File: config.mk
export PLATFORM = sky130hd
export DESIGN_NAME = display_window_pixel_streamer_core_flat
export DESIGN_NICKNAME = d
export VERILOG_FILES = /design/src/rtl/core/dwps_pkg.sv /design/src/rtl/core/dwps_if.sv /design/src/rtl/core/display_window_pixel_streamer_core.sv /design/src/flat_wrapper.sv
export SDC_FILE = /design/constraint.sdc
export NUM_CORES = 1
export LEC_CHECK = 0
export BUFFER_PORTS_ARGS = -buffer_cell sky130_fd_sc_hd__buf_2
export CORE_ASPECT_RATIO = 1.25
export CORE_UTILIZATION = 55
export CTS_CLUSTER_SIZE = 24
export DETAILED_ROUTE_END_ITERATION = 7
export GPL_TIMING_DRIVEN = 1
export PLACE_DENSITY = 0.85
export SETUP_SLACK_MARGIN = 0.1
export SLEW_MARGIN = 20
export SYNTH_ARGS = -nofsm -noshare
export SYNTH_HDL_FRONTEND = slang
export SYNTH_SLANG_ARGS = --single-unit
File: constraint.sdc
create_clock -name clk -period 5.9 [get_ports clk]
set_clock_uncertainty 0.15 [all_clocks]
set_input_delay 0.59 -clock clk [delete_from_list [all_inputs] [get_ports clk]]
set_output_delay 0.59 -clock clk [all_outputs]
set_load 0.005 [all_outputs]
File: src/rtl/core/dwps_pkg.sv
// Shared constants and types for the display window pixel streamer.
package dwps_pkg;

  localparam int SCREEN_WIDTH  = 320;
  localparam int SCREEN_HEIGHT = 240;
  localparam int COL_W         = 9;
  localparam int ROW_W         = 8;

  typedef logic [COL_W-1:0] col_t;
  typedef logic [ROW_W-1:0] row_t;
  typedef logic [7:0]       byte_t;
  typedef logic [3:0]       pos_t;

  localparam logic [1:0] KIND_FULL  = 2'd0;
  localparam logic [1:0] KIND_RECT  = 2'd1;
  localparam logic [1:0] KIND_PIXEL = 2'd2;

  localparam byte_t CMD_COL_SET   = 8'h2A;
  localparam byte_t CMD_PAGE_SET  = 8'h2B;
  localparam byte_t CMD_MEM_WRITE = 8'h2C;

  // Word positions of one job: colour bytes, address block, memory write.
  localparam pos_t POS_RED      = 4'd0;
  localparam pos_t POS_GREEN    = 4'd1;
  localparam pos_t POS_BLUE     = 4'd2;
  localparam pos_t POS_COL_CMD  = 4'd3;
  localparam pos_t POS_X1_HI    = 4'd4;
  localparam pos_t POS_X1_LO    = 4'd5;
  localparam pos_t POS_X2_HI    = 4'd6;
  localparam pos_t POS_X2_LO    = 4'd7;
  localparam pos_t POS_PAGE_CMD = 4'd8;
  localparam pos_t POS_Y1_HI    = 4'd9;
  localparam pos_t POS_Y1_LO    = 4'd10;
  localparam pos_t POS_Y2_HI    = 4'd11;
  localparam pos_t POS_Y2_LO    = 4'd12;
  localparam pos_t POS_MEM_CMD  = 4'd13;

  localparam col_t SCR_W     = col_t'(SCREEN_WIDTH);
  localparam row_t SCR_H     = row_t'(SCREEN_HEIGHT);
  localparam col_t SCR_W_MAX = col_t'(SCREEN_WIDTH - 1);
  localparam row_t SCR_H_MAX = row_t'(SCREEN_HEIGHT - 1);

endpackage

File: src/rtl/core/dwps_if.sv
// Handshake channel interfaces for requests in and display words out.
interface dwps_req_if;
  logic                valid;
  logic                ready;
  logic [1:0]          kind;
  dwps_pkg::col_t      rect_x;
  dwps_pkg::row_t      rect_y;
  dwps_pkg::col_t      rect_width;
  dwps_pkg::row_t      rect_height;
  dwps_pkg::byte_t     red;
  dwps_pkg::byte_t     green;
  dwps_pkg::byte_t     blue;

  modport source (output valid, kind, rect_x, rect_y, rect_width, rect_height,
                  red, green, blue, input ready);
  modport sink   (input valid, kind, rect_x, rect_y, rect_width, rect_height,
                  red, green, blue, output ready);
endinterface

interface dwps_word_if;
  logic                valid;
  logic                ready;
  dwps_pkg::byte_t     out_byte;
  logic                is_data;
  logic                last;
  logic                busy_res;
  dwps_pkg::col_t      next_col;
  dwps_pkg::row_t      next_row;

  modport source (output valid, out_byte, is_data, last, busy_res, next_col,
                  next_row, input ready);
  modport sink   (input valid, out_byte, is_data, last, busy_res, next_col,
                  next_row, output ready);
endinterface

File: src/rtl/core/display_window_pixel_streamer_core.sv
// Display window writer: request decode, window state and word sequencer.
// Latency: first word of a request is valid the cycle after it is accepted.
// A request emits 3 words for a pixel, 11 for an address set and 13 for the
// last pixel; the word sequencer sets this, and the next request is taken as
// the last word leaves.
// Reset (rst, synchronous): idle, full-screen window, scan at 0,0.
module display_window_pixel_streamer_core (
  input  logic         clk,
  input  logic         rst,
  dwps_req_if.sink     req,
  dwps_word_if.source  words
);

  // window and scan state
  logic            painting;
  dwps_pkg::col_t  scan_col, win_left, win_right;
  dwps_pkg::row_t  scan_row, win_top, win_bottom;
  logic            painting_next;
  dwps_pkg::col_t  scan_col_next, win_left_next, win_right_next;
  dwps_pkg::row_t  scan_row_next, win_top_next, win_bottom_next;

  // job register
  logic            active;
  dwps_pkg::pos_t  pos, pos_end;
  dwps_pkg::col_t  job_x1, job_x2, job_col;
  dwps_pkg::row_t  job_y1, job_y2, job_row;
  dwps_pkg::byte_t job_r, job_g, job_b;
  logic            job_busy;

  logic            job_load;
  dwps_pkg::pos_t  job_start_next, job_end_next;
  dwps_pkg::col_t  job_x1_next, job_x2_next;
  dwps_pkg::row_t  job_y1_next, job_y2_next;

  logic            req_fire, word_fire, at_end;

  // rectangle clamping
  dwps_pkg::col_t        rx, rw;
  dwps_pkg::row_t        ry, rh;
  logic [dwps_pkg::COL_W:0] rr_sum;
  logic [dwps_pkg::ROW_W:0] rb_sum;
  dwps_pkg::col_t        rr;
  dwps_pkg::row_t        rb;
  logic                  grow;

  // pixel advance
  logic [dwps_pkg::COL_W:0] col_inc;
  logic [dwps_pkg::ROW_W:0] row_inc;

  assign at_end    = (pos == pos_end);
  assign req.ready = !active || (words.ready && at_end);
  assign req_fire  = req.valid && req.ready;
  assign word_fire = words.valid && words.ready;

  always_comb begin
    rx = (req.rect_x > dwps_pkg::SCR_W_MAX) ? dwps_pkg::SCR_W_MAX : req.rect_x;
    ry = (req.rect_y > dwps_pkg::SCR_H_MAX) ? dwps_pkg::SCR_H_MAX : req.rect_y;
    rw = (req.rect_width == '0)  ? dwps_pkg::col_t'(1) : req.rect_width;
    rh = (req.rect_height == '0) ? dwps_pkg::row_t'(1) : req.rect_height;
    rr_sum = {1'b0, rx} + {1'b0, rw};
    rb_sum = {1'b0, ry} + {1'b0, rh};
    rr = (rr_sum > {1'b0, dwps_pkg::SCR_W}) ? dwps_pkg::SCR_W : rr_sum[dwps_pkg::COL_W-1:0];
    rb = (rb_sum > {1'b0, dwps_pkg::SCR_H}) ? dwps_pkg::SCR_H : rb_sum[dwps_pkg::ROW_W-1:0];
    grow = (rx < win_left) || (rr > win_right) || (ry < win_top) || (rb > win_bottom);
    col_inc = {1'b0, scan_col} + 1'b1;
    row_inc = {1'b0, scan_row} + 1'b1;
  end

  always_comb begin
    painting_next   = painting;
    scan_col_next   = scan_col;
    scan_row_next   = scan_row;
    win_left_next   = win_left;
    win_top_next    = win_top;
    win_right_next  = win_right;
    win_bottom_next = win_bottom;
    job_load        = 1'b0;
    job_start_next  = dwps_pkg::POS_COL_CMD;
    job_end_next    = dwps_pkg::POS_MEM_CMD;
    job_x1_next     = '0;
    job_y1_next     = '0;
    job_x2_next     = dwps_pkg::SCR_W_MAX;
    job_y2_next     = dwps_pkg::SCR_H_MAX;

    case (req.kind)
      dwps_pkg::KIND_FULL: begin
        if (!painting) begin
          painting_next   = 1'b1;
          scan_col_next   = '0;
          scan_row_next   = '0;
          win_left_next   = '0;
          win_top_next    = '0;
          win_right_next  = dwps_pkg::SCR_W;
          win_bottom_next = dwps_pkg::SCR_H;
          job_load        = 1'b1;
        end
      end
      dwps_pkg::KIND_RECT: begin
        if (painting) begin
          if (grow) begin
            win_left_next   = (rx < win_left)   ? rx : win_left;
            win_top_next    = (ry < win_top)    ? ry : win_top;
            win_right_next  = (rr > win_right)  ? rr : win_right;
            win_bottom_next = (rb > win_bottom) ? rb : win_bottom;
            scan_col_next   = win_left_next;
            scan_row_next   = win_top_next;
            job_load        = 1'b1;
          end
        end else begin
          painting_next   = 1'b1;
          win_left_next   = rx;
          win_top_next    = ry;
          win_right_next  = rr;
          win_bottom_next = rb;
          scan_col_next   = rx;
          scan_row_next   = ry;
          job_load        = 1'b1;
        end
        job_x1_next = win_left_next;
        job_y1_next = win_top_next;
        job_x2_next = win_right_next - 1'b1;
        job_y2_next = win_bottom_next - 1'b1;
      end
      dwps_pkg::KIND_PIXEL: begin
        if (painting) begin
          job_load       = 1'b1;
          job_start_next = dwps_pkg::POS_RED;
          job_end_next   = dwps_pkg::POS_BLUE;
          scan_col_next  = col_inc[dwps_pkg::COL_W-1:0];
          if (col_inc >= {1'b0, win_right}) begin
            scan_col_next = win_left;
            scan_row_next = row_inc[dwps_pkg::ROW_W-1:0];
            if (row_inc >= {1'b0, win_bottom}) begin
              // window done: back to idle, full screen re-addressed
              painting_next   = 1'b0;
              scan_col_next   = '0;
              scan_row_next   = '0;
              win_left_next   = '0;
              win_top_next    = '0;
              win_right_next  = dwps_pkg::SCR_W;
              win_bottom_next = dwps_pkg::SCR_H;
              job_end_next    = dwps_pkg::POS_Y2_LO;
            end
          end
        end
      end
      default: ;
    endcase
  end

  always_ff @(posedge clk) begin
    if (rst) begin
      painting   <= 1'b0;
      scan_col   <= '0;
      scan_row   <= '0;
      win_left   <= '0;
      win_top    <= '0;
      win_right  <= dwps_pkg::SCR_W;
      win_bottom <= dwps_pkg::SCR_H;
    end else if (req_fire) begin
      painting   <= painting_next;
      scan_col   <= scan_col_next;
      scan_row   <= scan_row_next;
      win_left   <= win_left_next;
      win_top    <= win_top_next;
      win_right  <= win_right_next;
      win_bottom <= win_bottom_next;
    end
  end

  always_ff @(posedge clk) begin
    if (rst) begin
      active <= 1'b0;
      pos    <= '0;
    end else if (req_fire && job_load) begin
      active <= 1'b1;
      pos    <= job_start_next;
    end else if (word_fire) begin
      if (at_end) active <= 1'b0;
      else        pos    <= pos + 1'b1;
    end
  end

  always_ff @(posedge clk) begin
    if (req_fire && job_load) begin
      pos_end  <= job_end_next;
      job_x1   <= job_x1_next;
      job_x2   <= job_x2_next;
      job_y1   <= job_y1_next;
      job_y2   <= job_y2_next;
      job_r    <= req.red;
      job_g    <= req.green;
      job_b    <= req.blue;
      job_busy <= painting_next;
      job_col  <= scan_col_next;
      job_row  <= scan_row_next;
    end
  end

  logic [15:0] x1_w, x2_w, y1_w, y2_w;
  assign x1_w = 16'(job_x1);
  assign x2_w = 16'(job_x2);
  assign y1_w = 16'(job_y1);
  assign y2_w = 16'(job_y2);

  always_comb begin
    words.is_data = 1'b1;
    case (pos)
      dwps_pkg::POS_RED:      words.out_byte = job_r;
      dwps_pkg::POS_GREEN:    words.out_byte = job_g;
      dwps_pkg::POS_BLUE:     words.out_byte = job_b;
      dwps_pkg::POS_COL_CMD: begin
        words.out_byte = dwps_pkg::CMD_COL_SET;
        words.is_data  = 1'b0;
      end
      dwps_pkg::POS_X1_HI:    words.out_byte = x1_w[15:8];
      dwps_pkg::POS_X1_LO:    words.out_byte = x1_w[7:0];
      dwps_pkg::POS_X2_HI:    words.out_byte = x2_w[15:8];
      dwps_pkg::POS_X2_LO:    words.out_byte = x2_w[7:0];
      dwps_pkg::POS_PAGE_CMD: begin
        words.out_byte = dwps_pkg::CMD_PAGE_SET;
        words.is_data  = 1'b0;
      end
      dwps_pkg::POS_Y1_HI:    words.out_byte = y1_w[15:8];
      dwps_pkg::POS_Y1_LO:    words.out_byte = y1_w[7:0];
      dwps_pkg::POS_Y2_HI:    words.out_byte = y2_w[15:8];
      dwps_pkg::POS_Y2_LO:    words.out_byte = y2_w[7:0];
      dwps_pkg::POS_MEM_CMD: begin
        words.out_byte = dwps_pkg::CMD_MEM_WRITE;
        words.is_data  = 1'b0;
      end
      default:                words.out_byte = '0;
    endcase
  end

  assign words.valid    = active;
  assign words.last     = at_end;
  assign words.busy_res = job_busy;
  assign words.next_col = job_col;
  assign words.next_row = job_row;

endmodule

File: src/flat_wrapper.sv
// flat-port wrapper written by rule: the top's interface ports become plain ports
module display_window_pixel_streamer_core_flat 
  (clk, rst, req_valid, req_kind, req_rect_x, req_rect_y, req_rect_width, req_rect_height, req_red, req_green, req_blue, req_ready, words_valid, words_out_byte, words_is_data, words_last, words_busy_res, words_next_col, words_next_row, words_ready);
  dwps_req_if req_i ();
  dwps_word_if words_i ();
  input  logic clk;
  input  logic rst;
  input wire logic [$bits(req_i.valid)-1:0] req_valid;
  input wire logic [$bits(req_i.kind)-1:0] req_kind;
  input wire logic [$bits(req_i.rect_x)-1:0] req_rect_x;
  input wire logic [$bits(req_i.rect_y)-1:0] req_rect_y;
  input wire logic [$bits(req_i.rect_width)-1:0] req_rect_width;
  input wire logic [$bits(req_i.rect_height)-1:0] req_rect_height;
  input wire logic [$bits(req_i.red)-1:0] req_red;
  input wire logic [$bits(req_i.green)-1:0] req_green;
  input wire logic [$bits(req_i.blue)-1:0] req_blue;
  output wire logic [$bits(req_i.ready)-1:0] req_ready;
  output wire logic [$bits(words_i.valid)-1:0] words_valid;
  output wire logic [$bits(words_i.out_byte)-1:0] words_out_byte;
  output wire logic [$bits(words_i.is_data)-1:0] words_is_data;
  output wire logic [$bits(words_i.last)-1:0] words_last;
  output wire logic [$bits(words_i.busy_res)-1:0] words_busy_res;
  output wire logic [$bits(words_i.next_col)-1:0] words_next_col;
  output wire logic [$bits(words_i.next_row)-1:0] words_next_row;
  input wire logic [$bits(words_i.ready)-1:0] words_ready;
  assign req_i.valid = req_valid;
  assign req_i.kind = req_kind;
  assign req_i.rect_x = req_rect_x;
  assign req_i.rect_y = req_rect_y;
  assign req_i.rect_width = req_rect_width;
  assign req_i.rect_height = req_rect_height;
  assign req_i.red = req_red;
  assign req_i.green = req_green;
  assign req_i.blue = req_blue;
  assign req_ready = req_i.ready;
  assign words_valid = words_i.valid;
  assign words_out_byte = words_i.out_byte;
  assign words_is_data = words_i.is_data;
  assign words_last = words_i.last;
  assign words_busy_res = words_i.busy_res;
  assign words_next_col = words_i.next_col;
  assign words_next_row = words_i.next_row;
  assign words_i.ready = words_ready;
  display_window_pixel_streamer_core u_core (.clk(clk), .rst(rst), .req(req_i), .words(words_i));
endmodule
==> reports/qor.csv, run 1 <==
stage;metric;value;unit
outcome;status;finished with violations;
outcome;failing checks;DRC;
global_route;antenna violations before repair;0;
sta;count of pins over their slew limit;0;
global_route;total global routing overflow;0;
clock_tree;clock sink count;136;
critical_path;Setup CP Type;input pin to register;
clock_tree;total CTS buffers;17;
synth;Cells after Synth;1120;
sta;setup ws final;0.476;ns
die;Starting Density;0.564;
critical_path;CP max-delay cell;fa_1;
global_route;M2 GR Usage;0.498;
synth;synth warn;0;
critical_path;crit end category;register;
layout;Non-Filler Instances;1425;
clock_tree;post-cts sizing count;0;
sta;Tmin final;5.42;ns
clock_tree;htree depth;4;
place;Cells after DPL;1393;
synth;top cells by count, synth;nand2_1, a21oi_1, nor2_1;
routing;Via density;6.42;
clock_tree;Worst-Skew Late Latency;0.43;ns
routing;drt total wl;27.7;mm
sta;f_max;184;MHz
global_route;pin count of the biggest net entering global routing;56;
synth;Synth cell types;91;
clock_tree;CTS tree;done;
global_route;vias in the first global route;8574;
place;IO Port Bufs;93;
layout;post-layout util;0.637;
synth;Main synth FF type;edfxtp_1;
synth;synthesized area per cell;8.81;um2
clock_tree;Clk pin slew, worst setup/hold paths;0.06;ns
synth;EDFF count, synth;79;
min_path;worst min path class;input pin to register;
synth;mapped cell area;9870;um2
synth;count of state elements after synthesis;136;
power;Power Density;272;nW/um2
sta;Tcrit/Tclk final;0.919;
synth;Seq/Total Area, Yosys;0.356;
place;routability cong.;0.974;
global_route;grt peak-use layer;met2;
synth;area leader, netlist;edfxtp_1;
synth;most frequent cell after synthesis;nand2_1;
die;# rows;54;
power;maximum VDD drop;0.000197;V
die;I/O pins;94;
critical_path;Critical Path Fanout Max;5;
synth;syn nets;1264;
critical_path;Worst Setup Start Kind;input pin;
routing;Initial DRC Count;1039;
die;die area;18500;um2
sta;Setup-failing EPs final;0;
layout;ant diodes;0;
clock_tree;root buffer cell;clkbuf_16;
routing;Detail Route Antenna Nets;0;
layout;synth-to-layout area growth;12.9;%
layout;layout cells sized above 1;0.177;
critical_path;Crit path required time;5.92;ns
place;DP Wirelength;20.6;mm
die;Core ar.;17500;um2
global_route;first-pass GRT wire length;43.3;mm
synth;post-synth top area share;0.240;
routing;DR WL/cell;19.5;um
power;LEAKAGE;0.00439;uW
place;dpl ws;-0.0102;ns
synth;Post-synth ARST share;0;
critical_path;Crit path largest cell delay;0.43;ns
global_route;All-Layer GR Usage;0.306;
global_route;routing usage on met1;0.374;
routing;first drt pass iteration count;8;
clock_tree;cts hold-fix bufs;0;
layout;Nets;1332;
sta;worst-margin pin slew;0.857;ns
clock_tree;postcts setup bufs;0;
sta;Slew headroom;0.425;
global_route;met3 usage;0.0629;
flow_run;max cap viols;0;
routing;# DRC;1;
die;Die Y-Extent;152;um
sta;RSZ-0062 raised after global routing;false;
synth;synth top area cells;edfxtp_1, dfxtp_1, ha_1;
critical_path;CP arrival;5.45;ns
sta;Final Hold Fails;0;
clock_tree;Clock Path Buffers;2;
die;Die Wd;122;um
routing;detailed-route via count;9145;
-- area by class of cell --
cell class	count	area [um2]
tap	224	280
sequential	136	3510
multi-input combinational	849	5840
timing repair buffer	123	703
inverter	61	229
fill	1389	6360
clock inverter	14	136
clock buffer	18	439
-- cell usage in the layout (no fill, tap or decap), drive strengths merged, types with 8 or more instances in the layout --
cell type and count:
buf 123, nand2 116, a21oi 99, nor2 93
edfxtp 79, ha 78, o21ai 74, inv 68
dfxtp 57, nand3 36, xnor2 23, a21o 21
a22oi 20, nor3 20, nand2b 19, clkbuf 18
xor2 16, a22o 15, mux2i 15, a211oi 15
nand4 11, a31oi 11, and2 10, mux2 10
a211o 9, o31ai 9, a32oi 8
-- worst paths after layout --
check,start,slack (ns),cells past startpoint,to
worst min register to register,u_core.win_top[6],0.32,2,u_core.win_top[6]
worst max register to register,u_core.scan_row[0],1.87,13,u_core.win_right[3]
worst min-delay path,req_green[2],0.19,1,u_core.job_g[2]
worst max-delay path,req_rect_x[7],0.48,25,u_core.job_x2[8]
-- per-layer routing --
metal  part of all wire  wire, um  vias to the layer above
met5                  0         0                        -
met2               0.47     12900                      572
met1               0.39     10800                     4200
met3              0.097      2680                      105
met4              0.049      1360                        0
li1                   -         -                     4268
-- through the flow --
step / total power (uW) / TNS, ns / instance area, um2 / hold WS [ns]
floorplan: 1720 / 0 / 9880 / 0.295
detailed placement: 1970 / -0.0102 / 10600 / 0.314
global placement: 1950 / 0 / 10600 / 0.302
global route: 3140 / 0 / 11100 / 0.174
finish: 3020 / 0 / 11100 / 0.190
CTS: 3010 / 0 / 11100 / 0.174
-- critical path, delay by kind of cell --
| kind | cells | cell delay (ns) |
|---|---|---|
| compound gates | 13 | 2.55 |
| buf+inv | 1 | 0.12 |
| xor+xnor | 1 | 0.14 |
| fa+ha+maj | 4 | 1.18 |
| simple gates | 5 | 0.78 |
| mux | 1 | 0.10 |
-- power breakdown --
part	total [uW]	switching, uW	leakage [uW]	internal [uW]
logic	894	544	0.00293	350
clock network	1040	439	0.000275	600
registers	1090	29.7	0.00118	1060
total	3020	1010	0.00439	2010
-- sequential cells by signal, summed over array words and instances (netlist names), 9 cells and up --
signal	cells
u_core.job_x2	9
u_core.win_left	9
u_core.words.next_col	9
u_core.win_right	9
u_core.scan_col	9
u_core.job_x1	9
-- logic make-up (layout without fill, tap and decap cells) --
family                     count (synthesis)  after routing  share of synthesized area
adders and majority gates                 80             80                      0.103
muxes                                     25             25                     0.0266
buffers and inverters                    135            216                     0.0553
and+or+nand+nor                          343            343                      0.166
DFF                                      136            136                      0.356
AOI/OAI and AO/OA                        362            362                      0.256
xor gates and xnor gates                  39             39                     0.0373
Power figures use the tool's default switching activity.
==> run 2, diff against run 1 <==
==> constraint.sdc (replaced) <==
create_clock -name clk -period 5.9 [get_ports clk]
set_clock_uncertainty 0.15 [all_clocks]
set_input_delay 0.885 -clock clk [delete_from_list [all_inputs] [get_ports clk]]
set_output_delay 0.885 -clock clk [all_outputs]
set_load 0.005 [all_outputs]
==> run 2 against run 1 <==
The run now ends clean; count of clock-buffer cells in the layout is 1 lower; total power grew 5.2%; worst setup slack worse by 0.20 ns; first-iteration DRC count up 9.6%; hold slack better by 0.13 ns; critical path type unchanged; core utilization rose by 2.1 points; die area did not move; register-to-register slack barely moved; via count rose by 2.2%; sequential share of layout area is 1.0 points lower; final cell count up 2.2%.
==> reports/qor.csv, run 2 (synthesis results as in run 1) <==
stage;metric;value;unit;change
layout;Nets;1363;;+2.3%
routing;first drt pass iteration count;8;;unchanged
die;die area;18500;um2;unchanged
sta;Slew headroom;0.436;;+0.0115
routing;Detail Route Antenna Nets;0;;unchanged
die;Core ar.;17500;um2;unchanged
die;Die Y-Extent;152;um;unchanged
routing;Initial DRC Count;1139;;+9.6%
outcome;status;completed;;
clock_tree;root buffer cell;clkbuf_16;;
power;sw frac;0.329;;-0.00559
sta;Final Hold Fails;0;;unchanged
min_path;hold path depth;2;;+1
clock_tree;CTS tree;done;;
critical_path;R2R setup slack;1.87;ns;about the same
layout;synth-to-layout area growth;16.6;%;
place;IO Port Bufs;93;;unchanged
routing;# DRC;0;;-1
layout;layout cells sized above 1;0.212;;+0.0345
die;# rows;54;;unchanged
sta;RSZ-0062 raised after global routing;false;;
min_path;worst min path class;register to register;;
place;routability cong.;0.999;;+2.6%
routing;detailed-route via count;9348;;+2.2%
clock_tree;Clk pin slew, worst setup/hold paths;0.06;ns;about the same
power;maximum VDD drop;0.000237;V;+20%
min_path;Hold Path Origin;u_core.win_top[6];;
sta;Tmin final;5.63;ns;+0.202 ns
layout;commonest non-fill, non-tap cells in the layout;nand2_1, a21oi_1, buf_2;;
die;I/O pins;94;;unchanged
global_route;first-pass GRT wire length;45.7;mm;+5.6%
global_route;pin count of the biggest net entering global routing;54;;-3.6%
clock_tree;htree depth;4;;unchanged
critical_path;crit end category;register;;
critical_path;reg2reg path depth;13;;unchanged
power;clock network fraction of design power;0.354;;+0.010
flow_run;max cap viols;0;;unchanged
global_route;antenna violations before repair;0;;unchanged
global_route;vias in the first global route;8822;;+2.9%
sta;Tcrit/Tclk final;0.954;;+0.0343
sta;Setup-failing EPs final;0;;unchanged
sta;f_max;178;MHz;-3.6%
clock_tree;Clock Path Buffers;2;;unchanged
routing;drt total wl;29.4;mm;+6.0%
layout;ant diodes;0;;unchanged
critical_path;Crit path required time;6.03;ns;+0.11 ns
critical_path;Critical Path Fanout Max;5;;unchanged
die;Starting Density;0.564;;unchanged
power;Switch Pwr;1050;uW;+3.5%
critical_path;R2R Path End;u_core.words.next_col[7];;
power;Power Internal;2130;uW;+6.1%
sta;hold_ws;0.323;ns;+0.134 ns
die;Die Wd;122;um;unchanged
routing;Via density;6.42;;about the same
clock_tree;Worst-Skew Late Latency;0.43;ns;about the same
layout;Non-Filler Instances;1456;;+2.2%
critical_path;Worst Setup Start Kind;input pin;;
critical_path;Reg-to-Reg Start;u_core.scan_row[0];;
min_path;Hold EP;u_core.win_top[6];;
power;Power Density;277;nW/um2;+1.9%
power;power share of the sequential group;0.343;;-0.018
power;Logic pwr share;0.303;;+0.007
critical_path;CP arrival;5.76;ns;+0.31 ns
global_route;total global routing overflow;0;;unchanged
clock_tree;clock sink count;136;;unchanged
power;Final Total Pwr;3180;uW;+5.2%
layout;post-layout util;0.658;;+0.0210
place;DP Wirelength;21.6;mm;+4.8%
place;Cells after DPL;1415;;+1.6%
sta;worst-margin pin slew;0.846;ns;-0.0116 ns
routing;DR WL/cell;20.2;um;+3.7%
clock_tree;cts hold-fix bufs;0;;unchanged
clock_tree;total CTS buffers;17;;unchanged
critical_path;Setup CP Type;input pin to register;;
power;LEAKAGE;0.00457;uW;+4.2%
global_route;All-Layer GR Usage;0.322;;+0.0161
sta;count of pins over their slew limit;0;;unchanged
layout;commonest non-fill, non-tap cell in the layout;nand2_1;;
## run 2: changes by cell type in the layout (fill, tap and decap cells not counted), sizes merged
| cell | delta |
|---|---|
| buf | +31 |
| clkinv | +1 |
| clkbuf | -1 |
| clkinvlp | -1 |
| bufinv | +2 |
| inv | -1 |
## run 2: worst max path at each step
stage / from / end / depth (start not counted)
2_1_floorplan: req_rect_x[6] / u_core.job_x2[8] / 25
3_3_place_gp: req_rect_x[6] / u_core.job_x2[8] / 24
3_5_place_dp: req_rect_x[6] / u_core.job_x2[8] / 24
4_1_cts: req_rect_x[6] / u_core.job_x2[8] / 24
5_1_grt: req_rect_x[7] / u_core.job_x2[8] / 24
6_report: req_rect_x[7] / u_core.job_x2[8] / 24
## run 2: per-layer routing
| metal | GRT usage | vias up | wire, um |
|---|---|---|---|
| met4 | 0.178 | 0 | 1400 |
| met5 | 0 | - | 0 |
| met2 | 0.543 | 569 | 14000 |
| li1 | - | 4341 | - |
| met3 | 0.0554 | 123 | 2670 |
| met1 | 0.387 | 4315 | 11300 |
## run 2: worst max-delay path: stages
cell	delay, ns
buf_2	0.12
o21ai_4	0.24
nand2_2	0.12
ha_4	0.19
fa_2	0.38
a211oi_2	0.26
o21ai_1	0.10
a21oi_2	0.23
xor2_2	0.10
a311o_1	0.34
o211a_1	0.18
and2_4	0.15
ha_1	0.28
a22o_1	0.20
o41ai_2	0.40
a21o_1	0.20
nand2_2	0.07
o2111a_2	0.18
a22oi_2	0.18
ha_2	0.22
o21ai_2	0.05
a21o_1	0.19
nor4b_2	0.29
mux2i_1	0.22
## run 2: layout make-up
type | count | area, um2
clock buffers | 17 | 425
clock inverters | 15 | 190
fillers | 1379 | 5990
inverters | 61 | 231
multi-input cells | 849 | 5910
flip-flops and latches | 136 | 3510
well taps | 224 | 280
repair buffers | 154 | 952
## run 2: power by group through the flow
stage	clock (uW)	sequential [uW]	combinational (uW)
after detailed placement	0	1110	894
after CTS	1120	1090	904
after floorplan	0	1100	626
after global routing	1170	1100	1040
after global placement	0	1110	873
final	1130	1090	964
## run 2: stage by stage
step	setup slack, ns	area (um2)	TNS, ns
2_1_floorplan	0.0323	9920	0
3_3_place_gp	0.0818	10800	0
3_5_place_dp	-0.0652	10800	-0.0652
4_1_cts	0.368	11400	0
5_1_grt	0.0619	11500	0
6_report	0.274	11500	0
## run 2: what timing repair did
| action | CTS | global route |
|---|---|---|
| setup buffers | 0 | 9 |
| endpoints found under the setup margin | 0 | 12 |
| gates resized for setup | 0 | 15 |
